**src/gea_pkg.sv**
```systemverilog
// Package for the GEMM epilogue: beat types, register codes, fp32 helpers.
// Depends on nothing; used by every module of the block.
`timescale 1ns / 1ps
`default_nettype none
package gea_pkg;

  typedef struct packed {
    logic [31:0] raw_value;
    logic [31:0] c_value;
    logic        last_in;
  } gea_in_t;

  typedef struct packed {
    logic [31:0] d_value;
    logic        last_out;
  } gea_out_t;

  typedef enum logic [2:0] {
    REG_ALPHA   = 3'd0,
    REG_BETA    = 3'd1,
    REG_USE_C   = 3'd2,
    REG_RAW_FMT = 3'd3,
    REG_C_FMT   = 3'd4,
    REG_OUT_FMT = 3'd5
  } reg_idx_t;

  localparam logic [31:0] ALPHA_RESET = 32'h3F80_0000;
  localparam logic [31:0] FP32_QNAN   = 32'h7FC0_0000;
  localparam logic [15:0] BF16_QNAN   = 16'h7FC0;
  localparam logic [14:0] BF16_MAXMAG = 15'h7F7F;
  localparam logic [30:0] FP32_INFMAG = 31'h7F80_0000;

  localparam int MUL_LAT  = 3;
  localparam int ADD_LAT  = 4;
  localparam int PIPE_LAT = MUL_LAT + ADD_LAT + 1;

  // Count leading zeros of a 48-bit word; 48 for zero
  function automatic logic [5:0] lzc48(input logic [47:0] v);
    logic [5:0] c;
    logic       f;
    c = 6'd48;
    f = 1'b0;
    for (int i = 47; i >= 0; i--) begin
      if (!f && v[i]) begin
        c = 6'(47 - i);
        f = 1'b1;
      end
    end
    return c;
  endfunction

  // Round to nearest even and pack; n has its leading one at bit 47 or is zero
  function automatic logic [31:0] round_pack(input logic s, input logic signed [10:0] er,
                                             input logic [47:0] n);
    logic [47:0] sh_n;
    logic [10:0] rsh;
    logic [7:0]  ee;
    logic [23:0] m;
    logic        lost;
    logic        g;
    logic        st;
    logic        up;
    logic [30:0] mag;
    if (n == 48'd0) return {s, 31'd0};
    if (er >= 11'sd255) return {s, FP32_INFMAG};
    if (er <= 11'sd0) begin
      rsh  = 11'(11'sd1 - er);
      sh_n = n >> rsh;
      lost = |(n & ~({48{1'b1}} << rsh));
      ee   = 8'd0;
    end else begin
      sh_n = n;
      lost = 1'b0;
      ee   = er[7:0];
    end
    m   = sh_n[47:24];
    g   = sh_n[23];
    st  = (|sh_n[22:0]) | lost;
    up  = g & (st | m[0]);
    mag = {ee, m[22:0]} + 31'(up);
    return {s, mag};
  endfunction

  // fp32 to bf16 with round to nearest even, saturating at the largest finite value
  function automatic logic [15:0] to_bf16_sat(input logic [31:0] b);
    logic [30:0] mag;
    logic [31:0] sum;
    logic [15:0] r;
    mag = b[30:0];
    sum = {1'b0, mag} + 32'h0000_7FFF + 32'(mag[16]);
    r   = sum[31:16];
    if (b[30:23] == 8'hFF && b[22:0] != 23'd0) return BF16_QNAN;
    if (mag == FP32_INFMAG) return {b[31], BF16_MAXMAG};
    if (r >= 16'h7F80) return {b[31], BF16_MAXMAG};
    return {b[31], r[14:0]};
  endfunction

endpackage
`default_nettype wire

```
**src/gea_fmul.sv**
```systemverilog
// Three-stage fp32 multiplier with round to nearest even and subnormals.
// Depends on gea_pkg (lzc48, round_pack, constants).
`timescale 1ns / 1ps
`default_nettype none
module gea_fmul (
  input  logic        clk,
  input  logic        rst_n,
  input  logic        in_valid,
  input  logic        in_tag,
  input  logic [31:0] a,
  input  logic [31:0] b,
  output logic        out_valid,
  output logic        out_tag,
  output logic [31:0] y
);
  import gea_pkg::*;

  // Unpack operands and flag special values
  logic        a_nan, a_inf, a_zero, b_nan, b_inf, b_zero;
  logic [23:0] ma, mb;
  logic [9:0]  eea, eeb;
  assign a_nan  = (&a[30:23]) && (|a[22:0]);
  assign a_inf  = (&a[30:23]) && !(|a[22:0]);
  assign a_zero = !(|a[30:0]);
  assign b_nan  = (&b[30:23]) && (|b[22:0]);
  assign b_inf  = (&b[30:23]) && !(|b[22:0]);
  assign b_zero = !(|b[30:0]);
  assign ma  = {|a[30:23], a[22:0]};
  assign mb  = {|b[30:23], b[22:0]};
  assign eea = (|a[30:23]) ? {2'b00, a[30:23]} : 10'd1;
  assign eeb = (|b[30:23]) ? {2'b00, b[30:23]} : 10'd1;

  // Stage 1: multiply mantissas, sum exponents
  logic        v1_r, t1_r, s1_r, nan1_r, inf1_r;
  logic [47:0] p1_r;
  logic [9:0]  es1_r;

  always_ff @(posedge clk) begin
    if (!rst_n) begin
      v1_r <= 1'b0;
    end else begin
      v1_r <= in_valid;
    end
    t1_r   <= in_tag;
    s1_r   <= a[31] ^ b[31];
    nan1_r <= a_nan | b_nan | (a_inf & b_zero) | (b_inf & a_zero);
    inf1_r <= a_inf | b_inf;
    p1_r   <= ma * mb;
    es1_r  <= eea + eeb;
  end

  // Stage 2: normalize the product so its leading one sits at bit 47
  logic [5:0]         lz2;
  logic signed [10:0] er2_nxt;
  assign lz2     = lzc48(p1_r);
  assign er2_nxt = 11'({1'b0, es1_r}) - 11'd126 - 11'(lz2);

  logic               v2_r, t2_r, s2_r, nan2_r, inf2_r;
  logic [47:0]        n2_r;
  logic signed [10:0] er2_r;

  always_ff @(posedge clk) begin
    if (!rst_n) begin
      v2_r <= 1'b0;
    end else begin
      v2_r <= v1_r;
    end
    t2_r   <= t1_r;
    s2_r   <= s1_r;
    nan2_r <= nan1_r;
    inf2_r <= inf1_r;
    n2_r   <= p1_r << lz2;
    er2_r  <= er2_nxt;
  end

  // Stage 3: round and pack, override for special values
  logic [31:0] y_nxt;
  always_comb begin
    priority if (nan2_r) begin
      y_nxt = FP32_QNAN;
    end else if (inf2_r) begin
      y_nxt = {s2_r, FP32_INFMAG};
    end else begin
      y_nxt = round_pack(s2_r, er2_r, n2_r);
    end
  end

  logic        v3_r, t3_r;
  logic [31:0] y3_r;

  always_ff @(posedge clk) begin
    if (!rst_n) begin
      v3_r <= 1'b0;
    end else begin
      v3_r <= v2_r;
    end
    t3_r <= t2_r;
    y3_r <= y_nxt;
  end

  assign out_valid = v3_r;
  assign out_tag   = t3_r;
  assign y         = y3_r;

endmodule
`default_nettype wire

```
**config.mk**
```make
export PLATFORM = sky130hd
export DESIGN_NAME = gea_fmul
export DESIGN_NICKNAME = d
export VERILOG_FILES = /design/src/gea_pkg.sv /design/src/gea_fmul.sv
export SDC_FILE = /design/constraint.sdc
export NUM_CORES = 2
export LEC_CHECK = 0
export BUFFER_PORTS_ARGS = -buffer_cell sky130_fd_sc_hd__buf_2
export CAP_MARGIN = 25
export CORE_AREA = 2 2 229 231
export DETAILED_ROUTE_END_ITERATION = 10
export DIE_AREA = 0 0 231 233
export GPL_TIMING_DRIVEN = 0
export PLACE_DENSITY = 0.79
export SLEW_MARGIN = 5
export SYNTH_ARGS = -nofsm -noshare
export SYNTH_HDL_FRONTEND = slang
export SYNTH_SLANG_ARGS = --single-unit
```
**constraint.sdc**
```tcl
create_clock -name clk -period 7.9 [get_ports clk]
set_clock_uncertainty 0.2 [all_clocks]
set_input_delay 0.79 -clock clk [delete_from_list [all_inputs] [get_ports clk]]
set_output_delay 0.79 -clock clk [all_outputs]
set_load 0.02 [all_outputs]
```
==> flow_summary.ini <==
[outcome]
status = finished clean

[global_routing]
grt_max_degree = 17
grt_first_pass_wirelength_um = 163000
grt_overflow_total = 0
grt_util_all_layers_pct = 40.6
grt_antenna_before_repair = 3
grt_pass1_vias = 26700

[final_layout]
nNetsFinal = 4353
drive_gt1_share_pct = 10.1
area_growth_pct = 9.01
fin_util_pct = 64.0

[yosys]
synth_most_common_cell = nand2_1
yosys-top-cells-area = fa_1 32%, dfxtp_1 11%, ha_1 8.0%
synth-seq-cells = 160
synthFlopType = dfxtp_1
async_reset_ff_share_pct = 0
synth_cells = 3489
synth_edf_count = 0
synth_top_area_cell = fa_1
ys_top_cells_by_count = 532 x nand2_1, 523 x inv_1, 484 x fa_1
yosysWarnings = 0
synth_area_um2 = 30000
synth_top_area_share_pct = 32.3
syn_area_per_cell_um2 = 8.60
ys_types = 90
syn_nets = 4232
ys_seq_area_share_pct = 10.7

[worst_setup_path]
required_ns = 8.07
critPathSlowestCell = fa_1
worstReg2RegStart = er2_r[1]
crit_start = a[7]
cpPeakStageDelay_ns = 0.55
worstPathMaxFanout = 10
worstSetupPathType = in -> reg
crit_arrival_ns = 8.01
end_kind = flip-flop
crit_path_start_kind = primary input
crit_top_cell = fa_1

[timing]
period_needed_ns = 7.84
max-slew-margin-rel_pct = 31.1
setup_viol = 0
max_freq_ghz = 0.128
finalCritPeriodShare_pct = 99.2
slew_violations = 0
rsz0062_at_grt = true
final-hold-violation-count = 0
worst_slew_pin_slew_ns = 1.03

[clocking]
clock-sinks = 160
clock_latency_ns = 0.46
cts_buffers = 17
cts_buffer_depth = 2
htree_levels = 4
cts_root_buffer = clkbuf_16
cts_tree = yes
clk_pin_slew_ns = 0.07

[floorplan]
die_x_um = 231
die_h_um = 233
rows = 83
ios = 102
start_util_pct = 58.7
core_um2 = 51100
die_area_um2 = 53800

[worst_hold_path]
hold_path_class = reg -> reg
hold_path.startpoint = s1_r

[place]
dpl.hpwl_um = 86700
place_congestion = 1.05
port_buffers = 89

[drt]
drc = 0
ant_nets = 0
wl_um = 109000
vias = 27200
wl_per_cell_um = 25.3
drtIter0Drc = 3433
firstDrtPassIters = 7
viasPerCell = 6.32

[flow_run]
maxCapViolations = 0
==> final cells by class <==
type | instances | area [µm²]
sequential | 160 | 3200
timing repair buffer | 103 | 581
clock buffer | 18 | 439
inverter | 524 | 1970
clock inverter | 14 | 168
fill | 4354 | 18400
antenna | 4 | 10.0
tap | 680 | 851
multi-input combinational | 2588 | 24200
buffer | 216 | 1310
==> worst max-delay path, delay by kind of cell <==
kind,cells,cell delay [ns]
buffers and inverters,5,0.80
xor gates and xnor gates,1,0.13
AOI/OAI and AO/OA,9,2.18
adders and majority gates,8,3.76
and+or+nand+nor,2,0.30
==> metrics by stage <==
step	setup TNS, ns	instance area (µm²)	hold slack (ns)	setup slack (ns)	std cells
6_report	0	32700	0.134	0.0622	4307
5_1_grt	-0.113	32700	0.136	-0.113	4303
2_1_floorplan	0	30000	0.110	0.0144	3489
4_1_cts	-0.0581	32400	0.129	-0.0581	4295
3_3_place_gp	-18.37	31300	0.111	-1.65	4258
3_5_place_dp	-19.16	31300	0.113	-1.66	4259
==> state kept, by name, indices dropped and copies added (netlist names) <==
name / flops
er2_r: 11
es1_r: 9
inf1_r: 1
inf2_r: 1
n2_r: 48
nan1_r: 1
nan2_r: 1
out_tag: 1
out_valid: 1
p1_r: 48
s1_r: 1
s2_r: 1
t1_r: 1
t2_r: 1
v1_r: 1
v2_r: 1
y: 32
==> worst paths after layout <==
kind | end | slack [ns] | cells after the start
min | s2_r | 0.13 | 0
max | p1_r[46] | 0.06 | 25
max reg2reg | y[0] | 1.31 | 16
min reg2reg | s2_r | 0.13 | 0
==> cell families (layout without fill, tap and decap cells) <==
logic type | after synthesis | in the layout | synth area share, %
AO/OA/AOI/OAI | 468 | 468 | 10.5
XOR/XNOR | 98 | 98 | 2.86
adder cells (fa/ha/maj) | 677 | 677 | 40.3
buffers and inverters | 741 | 875 | 9.44
flip-flops | 160 | 160 | 10.7
multiplexers | 203 | 203 | 7.96
other | 0 | 4 | 0
AND/OR/NAND/NOR | 1142 | 1142 | 18.2
==> layout by cell type (no fill, tap or decap), types with 14 or more instances in the layout <==
cell / count
nand2_1: 530
inv_1: 523
fa_1: 480
and2_1: 210
ha_1: 185
dfxtp_1: 160
mux2i_1: 151
nor2_1: 143
a21oi_1: 114
buf_2: 103
clkbuf_1: 87
o21ai_0: 79
xnor2_1: 72
buf_4: 44
nor4_1: 42
nand3_1: 38
nor3_1: 35
a211oi_1: 29
a31oi_1: 27
xor2_1: 26
mux4_2: 26
mux2_2: 26
a21o_1: 25
clkbuf_2: 24
nor2b_1: 23
clkbuf_4: 22
nand4_1: 20
nand2b_1: 19
o31ai_1: 19
clkbuf_16: 18
and3_1: 17
o211ai_1: 14
==> timing repair <==
action,in CTS,in global routing
hold buffers,0,0
resized for setup,158,151
pin swaps,2,16
setup buffers,4,10
setup endpoints to repair,21,6
==> per-layer routing <==
metal / vias to the layer above / share of wire [%] / wire (µm) / GRT usage (%)
met3: 404 / 14 / 15100 / 13.5
met5: - / 0.011 / 12 / 0
met2: 1969 / 42 / 46000 / 59.1
li1: 11600 / - / - / -
met4: 2 / 5.3 / 5770 / 18.1
met1: 13300 / 39 / 42100 / 55.0
Power is left out: the tool's default activity adds up to more than one toggle a clock period on the data nets, which glitch-free logic cannot reach.
