## src/gea_pkg.sv

```systemverilog
// Package for the GEMM epilogue: beat types, register codes, fp32 helpers.
// Depends on nothing; used by every module of the block.
`timescale 1ns / 1ps
`default_nettype none
package gea_pkg;

  typedef struct packed {
    logic [31:0] raw_value;
    logic [31:0] c_value;
    logic        last_in;
  } gea_in_t;

  typedef struct packed {
    logic [31:0] d_value;
    logic        last_out;
  } gea_out_t;

  typedef enum logic [2:0] {
    REG_ALPHA   = 3'd0,
    REG_BETA    = 3'd1,
    REG_USE_C   = 3'd2,
    REG_RAW_FMT = 3'd3,
    REG_C_FMT   = 3'd4,
    REG_OUT_FMT = 3'd5
  } reg_idx_t;

  localparam logic [31:0] ALPHA_RESET = 32'h3F80_0000;
  localparam logic [31:0] FP32_QNAN   = 32'h7FC0_0000;
  localparam logic [15:0] BF16_QNAN   = 16'h7FC0;
  localparam logic [14:0] BF16_MAXMAG = 15'h7F7F;
  localparam logic [30:0] FP32_INFMAG = 31'h7F80_0000;

  localparam int MUL_LAT  = 3;
  localparam int ADD_LAT  = 4;
  localparam int PIPE_LAT = MUL_LAT + ADD_LAT + 1;

  // Count leading zeros of a 48-bit word; 48 for zero
  function automatic logic [5:0] lzc48(input logic [47:0] v);
    logic [5:0] c;
    logic       f;
    c = 6'd48;
    f = 1'b0;
    for (int i = 47; i >= 0; i--) begin
      if (!f && v[i]) begin
        c = 6'(47 - i);
        f = 1'b1;
      end
    end
    return c;
  endfunction

  // Round to nearest even and pack; n has its leading one at bit 47 or is zero
  function automatic logic [31:0] round_pack(input logic s, input logic signed [10:0] er,
                                             input logic [47:0] n);
    logic [47:0] sh_n;
    logic [10:0] rsh;
    logic [7:0]  ee;
    logic [23:0] m;
    logic        lost;
    logic        g;
    logic        st;
    logic        up;
    logic [30:0] mag;
    if (n == 48'd0) return {s, 31'd0};
    if (er >= 11'sd255) return {s, FP32_INFMAG};
    if (er <= 11'sd0) begin
      rsh  = 11'(11'sd1 - er);
      sh_n = n >> rsh;
      lost = |(n & ~({48{1'b1}} << rsh));
      ee   = 8'd0;
    end else begin
      sh_n = n;
      lost = 1'b0;
      ee   = er[7:0];
    end
    m   = sh_n[47:24];
    g   = sh_n[23];
    st  = (|sh_n[22:0]) | lost;
    up  = g & (st | m[0]);
    mag = {ee, m[22:0]} + 31'(up);
    return {s, mag};
  endfunction

  // fp32 to bf16 with round to nearest even, saturating at the largest finite value
  function automatic logic [15:0] to_bf16_sat(input logic [31:0] b);
    logic [30:0] mag;
    logic [31:0] sum;
    logic [15:0] r;
    mag = b[30:0];
    sum = {1'b0, mag} + 32'h0000_7FFF + 32'(mag[16]);
    r   = sum[31:16];
    if (b[30:23] == 8'hFF && b[22:0] != 23'd0) return BF16_QNAN;
    if (mag == FP32_INFMAG) return {b[31], BF16_MAXMAG};
    if (r >= 16'h7F80) return {b[31], BF16_MAXMAG};
    return {b[31], r[14:0]};
  endfunction

endpackage
`default_nettype wire

```

## src/gea_fadd.sv

```systemverilog
// Four-stage fp32 adder with round to nearest even and subnormals.
// Depends on gea_pkg (lzc48, round_pack, constants).
`timescale 1ns / 1ps
`default_nettype none
module gea_fadd (
  input  logic        clk,
  input  logic        rst_n,
  input  logic        in_valid,
  input  logic        in_tag,
  input  logic [31:0] x,
  input  logic [31:0] z,
  output logic        out_valid,
  output logic        out_tag,
  output logic [31:0] y
);
  import gea_pkg::*;

  // Classify operands and order them by magnitude
  logic        x_nan, x_inf, z_nan, z_inf, x_big;
  logic [31:0] big, sml;
  logic [7:0]  eb, es;
  assign x_nan = (&x[30:23]) && (|x[22:0]);
  assign x_inf = (&x[30:23]) && !(|x[22:0]);
  assign z_nan = (&z[30:23]) && (|z[22:0]);
  assign z_inf = (&z[30:23]) && !(|z[22:0]);
  assign x_big = x[30:0] >= z[30:0];
  assign big   = x_big ? x : z;
  assign sml   = x_big ? z : x;
  assign eb    = (|big[30:23]) ? big[30:23] : 8'd1;
  assign es    = (|sml[30:23]) ? sml[30:23] : 8'd1;

  // Stage 1: hold sorted operands and special flags
  logic        v1_r, t1_r, sb1_r, sub1_r, zs1_r, nan1_r, inf1_r, infs1_r;
  logic [7:0]  eb1_r, d1_r;
  logic [23:0] mb1_r, ms1_r;

  always_ff @(posedge clk) begin
    if (!rst_n) begin
      v1_r <= 1'b0;
    end else begin
      v1_r <= in_valid;
    end
    t1_r    <= in_tag;
    sb1_r   <= big[31];
    sub1_r  <= x[31] ^ z[31];
    zs1_r   <= x[31] & z[31];
    nan1_r  <= x_nan | z_nan | (x_inf & z_inf & (x[31] ^ z[31]));
    inf1_r  <= x_inf | z_inf;
    infs1_r <= x_inf ? x[31] : z[31];
    eb1_r   <= eb;
    d1_r    <= eb - es;
    mb1_r   <= {|big[30:23], big[22:0]};
    ms1_r   <= {|sml[30:23], sml[22:0]};
  end

  // Stage 2: align the smaller operand with guard, round and sticky bits, then add or subtract
  logic [4:0]  dc;
  logic [53:0] al;
  logic [26:0] sm27;
  logic [27:0] r2_nxt;
  assign dc   = (d1_r > 8'd27) ? 5'd27 : d1_r[4:0];
  assign al   = {ms1_r, 30'd0} >> dc;
  assign sm27 = {al[53:28], al[27] | (|al[26:0])};
  assign r2_nxt = sub1_r ? ({1'b0, mb1_r, 3'b000} - {1'b0, sm27})
                         : ({1'b0, mb1_r, 3'b000} + {1'b0, sm27});

  logic        v2_r, t2_r, sb2_r, zs2_r, nan2_r, inf2_r, infs2_r;
  logic [7:0]  eb2_r;
  logic [27:0] r2_r;

  always_ff @(posedge clk) begin
    if (!rst_n) begin
      v2_r <= 1'b0;
    end else begin
      v2_r <= v1_r;
    end
    t2_r    <= t1_r;
    sb2_r   <= sb1_r;
    zs2_r   <= zs1_r;
    nan2_r  <= nan1_r;
    inf2_r  <= inf1_r;
    infs2_r <= infs1_r;
    eb2_r   <= eb1_r;
    r2_r    <= r2_nxt;
  end

  // Stage 3: normalize; an exact zero is negative only when both operands are negative
  logic [47:0]        n3w;
  logic [5:0]         lz3;
  logic signed [10:0] er3_nxt;
  assign n3w     = {r2_r, 20'd0};
  assign lz3     = lzc48(n3w);
  assign er3_nxt = 11'({3'b000, eb2_r}) + 11'sd1 - 11'(lz3);

  logic               v3_r, t3_r, s3_r, nan3_r, inf3_r, infs3_r;
  logic [47:0]        n3_r;
  logic signed [10:0] er3_r;

  always_ff @(posedge clk) begin
    if (!rst_n) begin
      v3_r <= 1'b0;
    end else begin
      v3_r <= v2_r;
    end
    t3_r    <= t2_r;
    s3_r    <= (r2_r == 28'd0) ? zs2_r : sb2_r;
    nan3_r  <= nan2_r;
    inf3_r  <= inf2_r;
    infs3_r <= infs2_r;
    n3_r    <= n3w << lz3;
    er3_r   <= er3_nxt;
  end

  // Stage 4: round and pack, override for special values
  logic [31:0] y_nxt;
  always_comb begin
    priority if (nan3_r) begin
      y_nxt = FP32_QNAN;
    end else if (inf3_r) begin
      y_nxt = {infs3_r, FP32_INFMAG};
    end else begin
      y_nxt = round_pack(s3_r, er3_r, n3_r);
    end
  end

  logic        v4_r, t4_r;
  logic [31:0] y4_r;

  always_ff @(posedge clk) begin
    if (!rst_n) begin
      v4_r <= 1'b0;
    end else begin
      v4_r <= v3_r;
    end
    t4_r <= t3_r;
    y4_r <= y_nxt;
  end

  assign out_valid = v4_r;
  assign out_tag   = t4_r;
  assign y         = y4_r;

endmodule
`default_nettype wire

```

## config.mk

```make
export PLATFORM = sky130hd
export DESIGN_NAME = gea_fadd
export DESIGN_NICKNAME = d
export VERILOG_FILES = /design/src/gea_pkg.sv /design/src/gea_fadd.sv
export SDC_FILE = /design/constraint.sdc
export NUM_CORES = 1
export LEC_CHECK = 0
export BUFFER_PORTS_ARGS = -buffer_cell sky130_fd_sc_hd__buf_2
export CAP_MARGIN = 20
export CORE_ASPECT_RATIO = 0.5
export CORE_MARGIN = 10
export CORE_UTILIZATION = 55
export CTS_CLUSTER_DIAMETER = 30
export DETAILED_ROUTE_END_ITERATION = 8
export GPL_ROUTABILITY_DRIVEN = 0
export PLACE_DENSITY_LB_ADDON = 0.3
export SKIP_LAST_GASP = 1
export SLEW_MARGIN = 40
export SYNTH_ARGS = -nofsm -noshare
export SYNTH_HDL_FRONTEND = slang
export SYNTH_SLANG_ARGS = --single-unit
```

## constraint.sdc

```tcl
create_clock -name clk -period 6.8 [get_ports clk]
set_input_delay 1.02 -clock clk [delete_from_list [all_inputs] [get_ports clk]]
set_output_delay 1.02 -clock clk [all_outputs]
set_load 0.02 [all_outputs]
```

==> run_results.csv, run 1 <==
group,metric,value,unit
final_layout,area_growth,8.674,%
synthesis,syn_area,15710,um2
critical_path,cp_max_fo,14,
outcome,failed_checks,"DRC",
clock_tree,clk_pin_slew,0.08,ns
sta,max_slew_margin,0.4226,
synthesis,seq_area_frac_synth,0.2460,
drt,drt_pass1_iterations,9,
clock_tree,cts_root_buf,"clkbuf_16",
grt,grt_pass1_vias,14600,
synthesis,async_flop_share,0,
placed_design,placed_cells,2387,
drt,avgViaCountPerCell,6.504,
sta,finalCritPeriodShare,0.9329,
final_layout,num-fill-cells,2450,
clock_tree,cts_tree,"yes",
power_and_ir_drop,p_sw_frac,0.4991,
synthesis,ys.flop_type,"dfxtp_1",
synthesis,ys_warn_count,0,
sta,hold_slack,0.3206,ns
critical_path,slowest_delay,0.62,ns
power_and_ir_drop,power_frac_comb,0.580,
critical_path,endpoint_kind,"register",
critical_path,start_kind,"register",
critical_path,cp.arrival,6.67,ns
sta,tightest_slew,0.8619,ns
power_and_ir_drop,p_seq_frac,0.277,
final_layout,fin_nets,2200,
critical_path,cp_slowest_cell,"dfxtp_1",
clock_tree,clk_latency,0.46,ns
final_layout,drive_gt1_frac,0.1375,
floorplan,io_pins,102,
floorplan,coreArea,27920,um2
drt,wirelength,48480,um
synthesis,syn-num-nets,2161,
sta,hold_violations,0,
clock_tree,ctsHtreeMaxLevel,4,
grt,grt_use_total,0.2603,
power_and_ir_drop,vdd_drop_max,268.3,uV
power_and_ir_drop,total_power,7.183,mW
final_layout,utilization,0.6113,
floorplan,dieArea,36130,um2
critical_path,path_cells,"nand3_1 -> nand2_2 -> mux4_2 -> a211oi_1 -> nand2_1 -> o31ai_1 -> o22ai_1 -> ha_1 -> fa_1 -> a21oi_1 -> o21bai_1 -> a21o_1 -> a21oi_1 -> o21a_1 -> o41ai_1 -> o221a_2 -> a211oi_1 -> o41ai_1 -> a21oi_1 -> o31ai_1 -> a2111oi_0 -> nor4_1",
clock_tree,cts_made_buffers,17,
hold_path,hold_class,"reg -> reg",
sta,finalSetupTns,0,ns
final_layout,final_common_cell,"dfxtp_1",
sta,fmax,0.1576,GHz
outcome,status,"complete, but fails checks",
drt,wl_per_cell,20.04,um
drt,ant_nets,0,
clock_tree,cts_resized,0,
drt,num_vias,15730,
power_and_ir_drop,p_leak,7.305,nW
clock_tree,cts_setup_buffers,0,
synthesis,synth_area_per_cell,7.913,um2
sta,rsz0062_at_grt,"false",
critical_path,worstSetupPathType,"reg -> reg",
final_layout,layout.cells.non_filler,2419,
drt,drt_iter0_drc,2161,
grt,gr-usage-met1,0.3311,
hold_path,hold_depth,0,
placed_design,io_buffer_count,101,
run,drv_cap,0,
power_and_ir_drop,p_per_area,420.8,nW/um2
clock_tree,clockBufferDepth,2,
synthesis,synth_edf_count,0,
final_layout,final_cell_mix,"193 x dfxtp_1, 181 x nor2_1, 177 x nand2_1",
sta,setup_viol,0,
power_and_ir_drop,p_sw,3.585,mW
final_layout,diodes,0,
drt,drc,7,
grt,globalRouteMet3Util,0.06533,
grt,antenna_found_initial,0,
floorplan,die_x,259.0,um
floorplan,initial_core_util,0.5625,
clock_tree,cts_hold_buffers,0,
floorplan,rows,43,
placed_design,hpwl,36220,um
grt,grt_max_degree,75,
sta,clock_skew,0.01752,ns
floorplan,die_y,139.5,um
grt,grt_pass1_wl,77510,um
grt,top_usage_layer,"met2",
sta,maxSlewViolCount,0,
clock_tree,clock-sinks,193,
synthesis,syn_inst,1985,
power_and_ir_drop,clkPwrFrac,0.143,
critical_path,crit_required,7.13,ns
critical_path,r2r_cells,22,
critical_path,path_common_cell,"a21oi_1",
sta,min_period,6.344,ns
synthesis,synth_cell_type_count,96,
synthesis,synth_seq_cells,193,
grt,grt_overflow,0,
power_and_ir_drop,internal_power,3.598,mW
grt,met2_usage,0.4002,
==> per-layer routing <==
layer  wire (um)  vias to the layer above
met1       19640                     7207
met4        2477                        0
met3        5252                      221
met5           0                        -
met2       21110                      952
li1            -                     7353
==> synth_stat cells, drive strengths merged, types with 14 or more instances <==
cell | instances | share of area
mux2i | 107 | 0.068
o211ai | 28 | 0.014
nand4 | 22 | 0.0088
mux2 | 57 | 0.041
nand2b | 21 | 0.0084
a21o | 21 | 0.010
nor3 | 57 | 0.020
a21oi | 124 | 0.040
a211oi | 22 | 0.011
nor4 | 35 | 0.016
nand3 | 66 | 0.021
ha | 105 | 0.084
xnor2 | 46 | 0.026
nor2 | 185 | 0.045
xor2 | 19 | 0.011
a31oi | 25 | 0.011
or3 | 14 | 0.0059
nor2b | 15 | 0.0060
and3 | 18 | 0.0072
o21ai | 125 | 0.040
clkbuf | 65 | 0.016
dfxtp | 193 | 0.25
inv | 119 | 0.028
and2 | 28 | 0.011
o31ai | 21 | 0.013
o22ai | 14 | 0.0056
nand2 | 180 | 0.043
a22oi | 15 | 0.0072
buf | 43 | 0.015
==> flip-flops by register name (all words and copies together), names as in the netlist, 8 cells and up <==
| register | cells |
|---|---|
| d1_r | 8 |
| eb1_r | 8 |
| eb2_r | 8 |
| er3_r | 10 |
| mb1_r | 24 |
| ms1_r | 24 |
| n3_r | 28 |
| r2_r | 28 |
| y | 32 |
==> per-stage QoR <==
step	instance area, um2	worst slack (ns)
global placement	16420	0.8300
detailed placement	16440	0.6306
global route	17070	0.02679
floorplan	15710	1.508
CTS	17040	0.6282
finish	17070	0.4564
==> power groups by stage <==
stage                     clock (mW)  sequential, mW  combinational (mW)
after floorplan                    0            1.87                3.05
after global placement             0            1.97                3.95
after detailed placement           0            1.98                3.99
after CTS                       1.04            1.95                4.03
after global routing            1.08            2.02                4.53
final                           1.02            1.99                4.17
==> cells by family after synthesis <==
kind of cell / count (synthesis) / synth area share
AND/OR/NAND/NOR: 668 / 0.2067
AO/OA/AOI/OAI: 543 / 0.2347
buffers and inverters: 229 / 0.05966
flip-flops: 193 / 0.2460
multiplexers: 177 / 0.1279
adder cells (fa/ha/maj): 110 / 0.08874
XOR/XNOR: 65 / 0.03624
==> final timing paths <==
check	start	end	slack [ns]
worst max-delay path	d1_r[4]	r2_r[27]	0.46
worst min-delay path	eb1_r[0]	eb2_r[0]	0.32
worst max register to register	d1_r[4]	r2_r[27]	0.46
worst min register to register	eb1_r[0]	eb2_r[0]	0.32
==> area by class of cell <==
| type | count | area, um2 | share of cell area |
|---|---|---|---|
| Clock buffer | 19 | 452.9 | 0.02653 |
| Clock inverter | 13 | 155.1 | 0.009089 |
| Inverter | 121 | 454.2 | 0.02661 |
| Multi-Input combinational cell | 1563 | 10950 | 0.6417 |
| Sequential cell | 193 | 3864 | 0.2263 |
| Tap cell | 382 | 478.0 | 0.02800 |
| Timing Repair Buffer | 128 | 711.9 | 0.04171 |
==> critical path, delay by kind of cell, from the launching register on <==
family                     cells  cell delay [ns]
AOI/OAI and AO/OA             15             3.18
adders and majority gates      2             0.65
DFF                            1             0.62
muxes                          1             0.56
and+or+nand+nor                4             1.22
(Power assumes the default switching activity.)
==> inputs of run 2 (changes only) <==
==> constraint.sdc (replaced) <==
create_clock -name clk -period 7.6 [get_ports clk]
set_input_delay 1.14 -clock clk [delete_from_list [all_inputs] [get_ports clk]]
set_output_delay 1.14 -clock clk [all_outputs]
set_load 0.02 [all_outputs]
==> run_results.csv, run 2 (synthesis gave the netlist of run 1 again) <==
group,metric,value,unit
outcome,status,"complete, no violations",
drt,drt_pass1_iterations,6,
placed_design,place_area,16440,um2
power_and_ir_drop,power_frac_comb,0.575,
power_and_ir_drop,p_leak,7.317,nW
power_and_ir_drop,clkPwrFrac,0.146,
final_layout,area_growth,8.714,%
power_and_ir_drop,total_power,6.415,mW
sta,finalSetupTns,0,ns
clock_tree,ctsHtreeMaxLevel,4,
clock_tree,cts_tree,"yes",
power_and_ir_drop,p_seq_frac,0.279,
final_layout,layout.cells.non_filler,2419,
final_layout,final_common_cell,"dfxtp_1",
drt,drc,0,
sta,setup_viol,0,
sta,maxSlewViolCount,0,
clock_tree,cts_resized,0,
grt,grt_max_degree,70,
power_and_ir_drop,internal_power,3.233,mW
floorplan,io_pins,102,
critical_path,cpLargestDelayFamily,"compound AO/OA/AOI/OAI gates",
final_layout,fin_nets,2200,
power_and_ir_drop,p_per_area,375.6,nW/um2
sta,min_period,6.309,ns
clock_tree,clk_pin_slew,0.08,ns
clock_tree,clock-sinks,193,
critical_path,r2r_cells,23,
sta,clock_skew,0.01353,ns
sta,setup_slack,1.291,ns
floorplan,initial_core_util,0.5625,
critical_path,path_common_cell,"nand2_1",
power_and_ir_drop,vdd_drop_max,190.4,uV
placed_design,io_buffer_count,101,
final_layout,utilization,0.6116,
critical_path,regToRegSetupSlack,1.29,ns
final_layout,final_cell_mix,"193 x dfxtp_1, 182 x nor2_1, 178 x nand2_1",
critical_path,timing.rr.end,"r2_r[24]",
critical_path,crit_required,7.95,ns
critical_path,critPathBufInv,0,
critical_path,slowest_delay,0.66,ns
sta,fmax,0.1585,GHz
hold_path,hold_class,"reg -> reg",
placed_design,hpwl,36100,um
drt,wl_per_cell,19.79,um
drt,num_vias,15670,
critical_path,path_cells,"or3_4 -> nor3_2 -> mux4_1 -> mux2i_1 -> nand2_1 -> nand3_1 -> o21ai_0 -> ha_1 -> a21oi_1 -> o21bai_1 -> a2111oi_0 -> nor3_1 -> a41oi_1 -> a2111oi_0 -> a221oi_1 -> nand2_1 -> o221ai_1 -> o31a_1 -> o21bai_1 -> a21oi_1 -> nand2_1 -> o21ai_0 -> xnor2_1",
sta,hold_slack,0.3297,ns
floorplan,die_x,259.0,um
final_layout,diodes,0,
drt,wirelength,47880,um
sta,finalCritPeriodShare,0.8302,
final_layout,postLayoutCellArea,17080,um2
grt,grt_pass1_vias,14330,
floorplan,rows,43,
sta,hold_violations,0,
final_layout,num-fill-cells,2504,
critical_path,cp.arrival,6.65,ns
sta,max_slew_margin,0.4598,
clock_tree,cts_root_buf,"clkbuf_16",
power_and_ir_drop,p_sw_frac,0.4960,
clock_tree,clk_latency,0.46,ns
critical_path,worstSetupPathType,"reg -> reg",
clock_tree,cts_made_buffers,17,
sta,rsz0062_at_grt,"false",
drt,ant_nets,0,
critical_path,start_kind,"register",
floorplan,die_y,139.5,um
drt,avgViaCountPerCell,6.476,
critical_path,r2r-start,"d1_r[6]",
floorplan,coreArea,27920,um2
hold_path,hold_start,"zs1_r",
final_layout,drive_gt1_frac,0.1365,
critical_path,endpoint_kind,"register",
grt,antenna_found_initial,0,
clock_tree,clockBufferDepth,2,
placed_design,placed_cells,2387,
placed_design,place_ws,1.460,ns
final_layout,largest_reg_flops,32,
hold_path,hold_depth,0,
critical_path,cp.depth,23,
run,drv_cap,0,
critical_path,cp_slowest_cell,"mux4_1",
clock_tree,cts_setup_buffers,0,
sta,tightest_slew,0.8049,ns
hold_path,whs_endpoint,"zs2_r",
grt,grt_overflow,0,
power_and_ir_drop,p_sw,3.181,mW
floorplan,dieArea,36130,um2
clock_tree,cts_hold_buffers,0,
critical_path,cp_max_fo,20,
drt,drt_iter0_drc,2320,
grt,grt_use_total,0.2566,
grt,grt_pass1_wl,76310,um
## run 2: worst register-to-register path, delay by kind of cell (launching register included)
| family | cells | cell delay, ns |
|---|---|---|
| simple gates | 7 | 1.94 |
| compound gates | 12 | 2.37 |
| flops | 1 | 0.35 |
| fa+ha+maj | 1 | 0.47 |
| mux | 2 | 0.91 |
| xor+xnor | 1 | 0.16 |
## run 2: area by class of cell
| cell class | count | area (um2) | share of cell area |
|---|---|---|---|
| Clock buffer | 17 | 425.4 | 0.02491 |
| Clock inverter | 15 | 196.4 | 0.01150 |
| Inverter | 121 | 454.2 | 0.02660 |
| Multi-Input combinational cell | 1563 | 10940 | 0.6408 |
| Sequential cell | 193 | 3864 | 0.2263 |
| Tap cell | 382 | 478.0 | 0.02799 |
| Timing Repair Buffer | 128 | 715.7 | 0.04191 |
## run 2: worst max path at each step
stage | to | startpoint | slack (ns)
after floorplan | d1_r[7] | z[1] | 2.19
after CTS | r2_r[24] | d1_r[6] | 1.42
final | r2_r[24] | d1_r[6] | 1.29
after global placement | r2_r[24] | d1_r[6] | 1.61
after detailed placement | r2_r[24] | d1_r[6] | 1.46
after global routing | r2_r[24] | d1_r[4] | 0.71
## run 2: metal layers
layer | global-route usage | vias up | wire length (um)
met2 | 0.4085 | 955 | 21180
met1 | 0.3285 | 7150 | 19650
met4 | 0.1127 | 0 | 2197
li1 | - | 7364 | -
met5 | 0 | - | 0
met3 | 0.05541 | 197 | 4860
## run 2: power groups by stage
| stage | clock network, mW | logic, mW | registers [mW] |
|---|---|---|---|
| floorplan | 0 | 2.73 | 1.67 |
| global placement | 0 | 3.51 | 1.77 |
| detailed placement | 0 | 3.55 | 1.78 |
| CTS | 0.952 | 3.58 | 1.76 |
| global route | 0.992 | 4.00 | 1.81 |
| finish | 0.938 | 3.69 | 1.79 |
